### src/rtl/core/ppe_pkg.sv
// ppe_pkg: shared types, constants and helpers for the polynomial patch evaluator
// no dependencies; imported by the top level, ppe_front and ppe_back, and used by ppe_ram for default sizes
`timescale 1ns / 1ps

package ppe_pkg;

    localparam int MAX_TERMS_U_DEF = 4;
    localparam int MAX_TERMS_V_DEF = 4;
    localparam int FRAC_BITS_DEF   = 16;

    localparam int DATA_W      = 32;
    localparam int NORM_W      = 16;
    localparam int ACC_W       = 72;
    localparam int QUEUE_DEPTH = 2;
    localparam int DIV_STEPS   = 15;

    localparam logic CMD_WRITE = 1'b0;
    localparam logic CMD_EVAL  = 1'b1;

    localparam logic [1:0] AXIS_X = 2'd0;
    localparam logic [1:0] AXIS_Y = 2'd1;
    localparam logic [1:0] AXIS_Z = 2'd2;

    typedef enum logic [2:0] {
        REG_U_ORIGIN     = 3'd0,
        REG_U_RECIP_SPAN = 3'd1,
        REG_V_ORIGIN     = 3'd2,
        REG_V_RECIP_SPAN = 3'd3,
        REG_TERMS_U      = 3'd4,
        REG_TERMS_V      = 3'd5
    } reg_index_t;

    typedef struct packed {
        logic               command;
        logic [1:0]         coef_axis;
        logic [3:0]         coef_index;
        logic signed [31:0] coef_value;
        logic signed [31:0] u_coord;
        logic signed [31:0] v_coord;
    } item_t;

    typedef struct packed {
        logic signed [31:0] pos_x;
        logic signed [31:0] pos_y;
        logic signed [31:0] pos_z;
        logic signed [15:0] norm_x;
        logic signed [15:0] norm_y;
        logic signed [15:0] norm_z;
        logic               normal_degenerate;
    } result_t;

    typedef struct packed {
        logic signed [31:0] u_origin;
        logic signed [31:0] u_recip_span;
        logic signed [31:0] v_origin;
        logic signed [31:0] v_recip_span;
        logic [2:0]         terms_u;
        logic [2:0]         terms_v;
    } cfg_t;

    // request after decode, as it sits in the queue
    typedef struct packed {
        logic               is_eval;
        logic               wr_ok;
        logic [1:0]         coef_axis;
        logic [3:0]         coef_index;
        logic signed [31:0] coef_value;
        logic signed [31:0] u_coord;
        logic signed [31:0] v_coord;
    } qitem_t;

    function automatic logic signed [31:0] sat32(input logic signed [ACC_W-1:0] x);
        if (x[ACC_W-1:31] == '0 || x[ACC_W-1:31] == '1)
            return x[31:0];
        else if (x[ACC_W-1])
            return 32'sh8000_0000;
        else
            return 32'sh7fff_ffff;
    endfunction

endpackage

### src/rtl/core/ppe_front.sv
// ppe_front: accepts requests, decodes them and holds them in a short queue
// depends on ppe_pkg
`timescale 1ns / 1ps

module ppe_front #(
    parameter int MAX_TERMS_U = ppe_pkg::MAX_TERMS_U_DEF,
    parameter int MAX_TERMS_V = ppe_pkg::MAX_TERMS_V_DEF
) (
    input  logic            clk,
    input  logic            rst_n,
    input  logic            item_valid,
    output logic            item_stall,
    input  ppe_pkg::item_t  item,
    output logic            head_valid,
    output ppe_pkg::qitem_t head,
    input  logic            pop
);

    import ppe_pkg::*;

    localparam int PER_AXIS = MAX_TERMS_U * MAX_TERMS_V;

    qitem_t     qbuf_reg [QUEUE_DEPTH];
    logic       wr_ptr_reg;
    logic       rd_ptr_reg;
    logic [1:0] count_reg;
    qitem_t     dec;
    logic       push;

    always_comb
    begin
        dec.is_eval    = (item.command == CMD_EVAL);
        dec.wr_ok      = (item.coef_axis <= AXIS_Z) && (int'(item.coef_index) < PER_AXIS);
        dec.coef_axis  = item.coef_axis;
        dec.coef_index = item.coef_index;
        dec.coef_value = item.coef_value;
        dec.u_coord    = item.u_coord;
        dec.v_coord    = item.v_coord;
    end

    assign item_stall = (count_reg == 2'(QUEUE_DEPTH));
    assign push       = item_valid && !item_stall;
    assign head_valid = (count_reg != 2'd0);
    assign head       = qbuf_reg[rd_ptr_reg];

    always_ff @(posedge clk or negedge rst_n)
    begin
        if (!rst_n)
        begin
            wr_ptr_reg <= 1'b0;
            rd_ptr_reg <= 1'b0;
            count_reg  <= 2'd0;
        end
        else
        begin
            if (push)
            begin
                qbuf_reg[wr_ptr_reg] <= dec;
                wr_ptr_reg <= ~wr_ptr_reg;
            end
            if (pop)
            begin
                rd_ptr_reg <= ~rd_ptr_reg;
            end
            if (push && !pop)
            begin
                count_reg <= count_reg + 2'd1;
            end
            else if (pop && !push)
            begin
                count_reg <= count_reg - 2'd1;
            end
        end
    end

endmodule

### config.mk
export PLATFORM = sky130hd
export DESIGN_NAME = ppe_front
export DESIGN_NICKNAME = d
export VERILOG_FILES = /design/src/rtl/core/ppe_pkg.sv /design/src/rtl/core/ppe_front.sv
export SDC_FILE = /design/constraint.sdc
export NUM_CORES = 1
export LEC_CHECK = 0
export ABC_AREA = 0
export ABC_CLOCK_PERIOD_IN_PS = 9100
export BUFFER_PORTS_ARGS = -buffer_cell sky130_fd_sc_hd__buf_2
export CAP_MARGIN = 20
export CORE_AREA = 2 2 102 153
export CTS_CLUSTER_DIAMETER = 150
export DETAILED_ROUTE_END_ITERATION = 10
export DIE_AREA = 0 0 104 155
export GPL_ROUTABILITY_DRIVEN = 0
export PLACE_DENSITY = 0.81
export SLEW_MARGIN = 20
export SYNTH_ARGS = -nofsm -noshare
export SYNTH_HDL_FRONTEND = slang
export SYNTH_SLANG_ARGS = --single-unit
export TNS_END_PERCENT = 10
### constraint.sdc
create_clock -name clk -period 9.1 [get_ports clk]
set_input_delay 1.82 -clock clk [delete_from_list [all_inputs] [get_ports clk]]
set_output_delay 1.82 -clock clk [all_outputs]
set_load 0.05 [all_outputs]
; ---- Word level (Yosys, flattened, before mapping)
; Memory sizes are Yosys's and may differ from the RTL's.
; Index checks and enable logic that the tools add are counted.
[word_totals]
regBits = 4
latchBits = 0
ram_bits = 208
romBits = 0
input_bits = 107
out_inout_bits = 106
elab_cells = 23
memories = 1
[classes]
n_addsub = 2
n_mul = 0
div_mod_pow = 0
magnitude_cmp = 1
n_eq_ne = 1
n_shift = 0
mux = 4
bitwise = 2
reduce_logical = 9
[mem_list]
columns = name, depth, word_bits, read_ports, rd_ports_with_merged_regs, write_ports, line_no
row1 = qbuf_reg, 2, 104, 1, 0, 1, ppe_front.sv:23  ; qitem_t qbuf_reg [QUEUE_DEPTH];
[ops]
columns = op, n
row1 = $logic_and 1x1->1, 4
row2 = $mux 2, 2
row3 = $reduce_bool 2->1, 2
row4 = $logic_not 1->1, 3
row5 = $add 2x1->2 const B, 1
row6 = $eq 2x2->1 const B, 1
row7 = $le 2x2->1 const B, 1
row8 = $mux 1, 2
row9 = $not 1->1, 2
row10 = $sub 2x1->2 const B, 1

; ---- Longest topological paths before layout
[depth]
ltp_word = 7
depth_mapped = 6
ltp_nobuf = 6

; ---- Worst setup path after synthesis
; Ideal clock, no wire load.
[synth_timing]
path_kind = input-to-reg
startpoint = input port rst_n
endpoint = memory qbuf_reg[0][0] (netlist bit), enable pin
setup_ps = 568
t_arrival_ps = 6239
required_ps = 8532
setup_slack_ps = 2293
path_stages = 2
n_path_buf = 0
cell_sequence = nand3_1 -> nor2_1
[synth_between]
elab_chain_cells = 2
[synth_lines]
columns = item, line_no
row1 = start: declaration, ppe_front.sv:10  ; input logic rst_n,
row2 = $logic_and 1x1->1 (implied by the code), ppe_front.sv:58  ; qbuf_reg[wr_ptr_reg] <= dec;
row3 = $mux 1 (implied by the code), ppe_front.sv:58
row4 = end: declaration, ppe_front.sv:23
; Every way passes these cells.

==> results.sh <==
export IMPL_regToRegSetupSlack_ns=6.21
export IMPL_io_pin_count=213
export IMPL_crit_required_ns=7.28
export IMPL_max_cap_violations=0
export IMPL_design_area_mm2=0.009764
export IMPL_crit_type="register to output port"
export IMPL_avgSynthCellArea_um2=23.08
export IMPL_initial_core_util_pct=53.57
export IMPL_syn_nets=453
export IMPL_relSlewSlack_pct=35.13
export IMPL_ant_nets=0
export IMPL_synth_main_ff_cell="edfxtp_1"
export IMPL_syn_area_mm2=0.007963
export IMPL_period_share_pct=51.76
export IMPL_via_per_inst=5.018
export IMPL_clk_pin_slew_ns=0.06
export IMPL_maxSlewViolCount=0
export IMPL_vias=3904
export IMPL_ys_seq_elements=212
export IMPL_syn_inst=345
export IMPL_die_area_mm2=0.01612
export IMPL_fin_worst_skew_ns=0.009088
export IMPL_cp_end_kind="output port"
export IMPL_peakVddDrop_mv=0.2217
export IMPL_antenna_found_initial=0
export IMPL_total_power_mw=3.344
export IMPL_path_cells="buf_4, mux2_2, buf_2"
export IMPL_fillers=1054
export IMPL_hold_path_class="register to register"
export IMPL_final_common_cell="buf_2"
export IMPL_postCtsSetupBuffers=0
export IMPL_pwr_density_cell_mw_per_mm2=342.5
export IMPL_r2r_cells=4
export IMPL_whs_endpoint="count_reg[1]"
export IMPL_cts_made_buffers=19
export IMPL_cp_slowest_stage_delay_ns=0.92
export IMPL_htreeDepth=1
export IMPL_cts_tree="done"
export IMPL_yosysSeqAreaShare_pct=79.70
export IMPL_holdCritStartpoint="count_reg[1]"
export IMPL_postCtsHoldBufs=0
export IMPL_rows=55
export IMPL_synth_edff_count=208
export IMPL_finalSetupTns_ns=0
export IMPL_leakage_nw=3.773
export IMPL_dp_hpwl_mm=9.585
export IMPL_area_growth_pct=22.63
export IMPL_cts_sinks=212
export IMPL_worstMarginPinSlew_ns=0.9707
export IMPL_cts_root_buffer="clkbuf_16"
export IMPL_finalSetupViolCount=0
export IMPL_port_buffers=212
export IMPL_post_place_ws_ns=4.747
export IMPL_cts_resized=0
export IMPL_fin_ws_ns=4.390
export IMPL_clk_path_buf_depth=3
export IMPL_layoutNonFillerInstCount=778
export IMPL_dpl_instance_area_mm2=0.009163
export IMPL_timing_rr_end="qbuf_reg[0][19]"
export IMPL_worstSetupStartpointType="register"
export IMPL_utilization_pct=65.69
export IMPL_n_antenna_cell=0
export IMPL_cp_max_fo=60
export IMPL_arrival_ns=2.89
export IMPL_overflow=0
export IMPL_die_h_um=155
export IMPL_ys_warn_count=0
export IMPL_largest_reg_flops=208
export IMPL_synth_async_sr_flop_share_pct=1.887
export IMPL_status="completed"
export IMPL_final_cell_mix="buf_2, edfxtp_1, mux2_2"
export IMPL_die_w_um=104
export IMPL_synth_cell_types=18
export IMPL_fmax_ghz=0.2123
export IMPL_first_iter_violations=196
export IMPL_grt_pass1_wl_mm=21.48
export IMPL_slowest_stage="dfrtp_4"
export IMPL_wl_mm=14.22
export IMPL_hold_ws_ns=0.5186
export IMPL_finalHoldViolCount=0
export IMPL_core_mm2=0.01486
export IMPL_min_period_ns=4.710
export IMPL_wl_per_cell_um=18.28
export IMPL_grt_start_max_net_pins=72
export IMPL_min_path_cells=1
export IMPL_dr_pass1_iters=6
export IMPL_r2r_start="count_reg[0]"
export IMPL_drc=0
export IMPL_insertion_delay_ns=0.47
export IMPL_layout_nets=677
export IMPL_grt_pass1_vias=4267
export IMPL_grt_setup_unrepaired="no"
export IMPL_drive_gt1_share_pct=59.93
export IMPL_place_inst=747
export IMPL_grt_usage_pct=17.21
worst max path at each step:
stage	start	to	slack (ns)	cells after the start
final	rd_ptr_reg	head[17]	4.39	3
after global routing	rd_ptr_reg	head[28]	4.22	3
after CTS	rd_ptr_reg	head[28]	4.28	3
after detailed placement	rst_n	qbuf_reg[0][75]	4.75	4
after global placement	rd_ptr_reg	head[28]	4.83	3
after floorplan	rst_n	qbuf_reg[0][0]	2.29	2
layout make-up:
class	instances	area [µm²]	area share, %
Tap cell	199	249.0	2.550
Multi-Input combinational cell	118	1469	15.04
Clock buffer	23	490.5	5.023
Timing Repair Buffer	215	1084	11.10
Sequential cell	212	6350	65.03
Clock inverter	8	111.4	1.140
Inverter	3	11.26	0.1153
metal layers:
metal	track usage (%)	routed length, µm	vias up
met3	4.064	896	27
li1	-	-	1809
met4	6.306	366	0
met1	17.26	4892	1925
met2	34.02	8067	143
met5	0	0	-
worst max-delay path: cells and delay by family, from the launching register on:
kind	cells	cell delay, ns
buffers and inverters	2	1.03
DFF	1	0.92
muxes	1	0.43
power breakdown:
part / total (mW) / switching, mW / internal (mW)
registers: 1.30 / 0.0833 / 1.22
clock network: 0.778 / 0.311 / 0.466
logic: 1.27 / 0.874 / 0.392
total: 3.34 / 1.27 / 2.08
synthesized netlist by cell type, types with 2 or more instances:
library cell,instances,share of area (%)
buf_12,5,1.3
mux2_2,54,7.6
inv_1,3,0.14
mux2_4,50,9.4
dfrtp_1,4,1.3
xor2_1,3,0.33
buf_2,5,0.31
edfxtp_1,208,78
nor2_1,3,0.14
xnor2_1,2,0.22
kinds of logic (layout without fill, tap and decap cells):
group	count (synthesis)	in the layout	synth area share (%)
adder cells (fa/ha/maj)	1	1	0.1571
buffers and inverters	15	249	2.043
AND/OR/NAND/NOR	8	8	0.4872
XOR/XNOR	5	5	0.5501
multiplexers	104	104	17.06
flip-flops	212	212	79.70
Note: power is estimated with default switching activity, not from simulation.
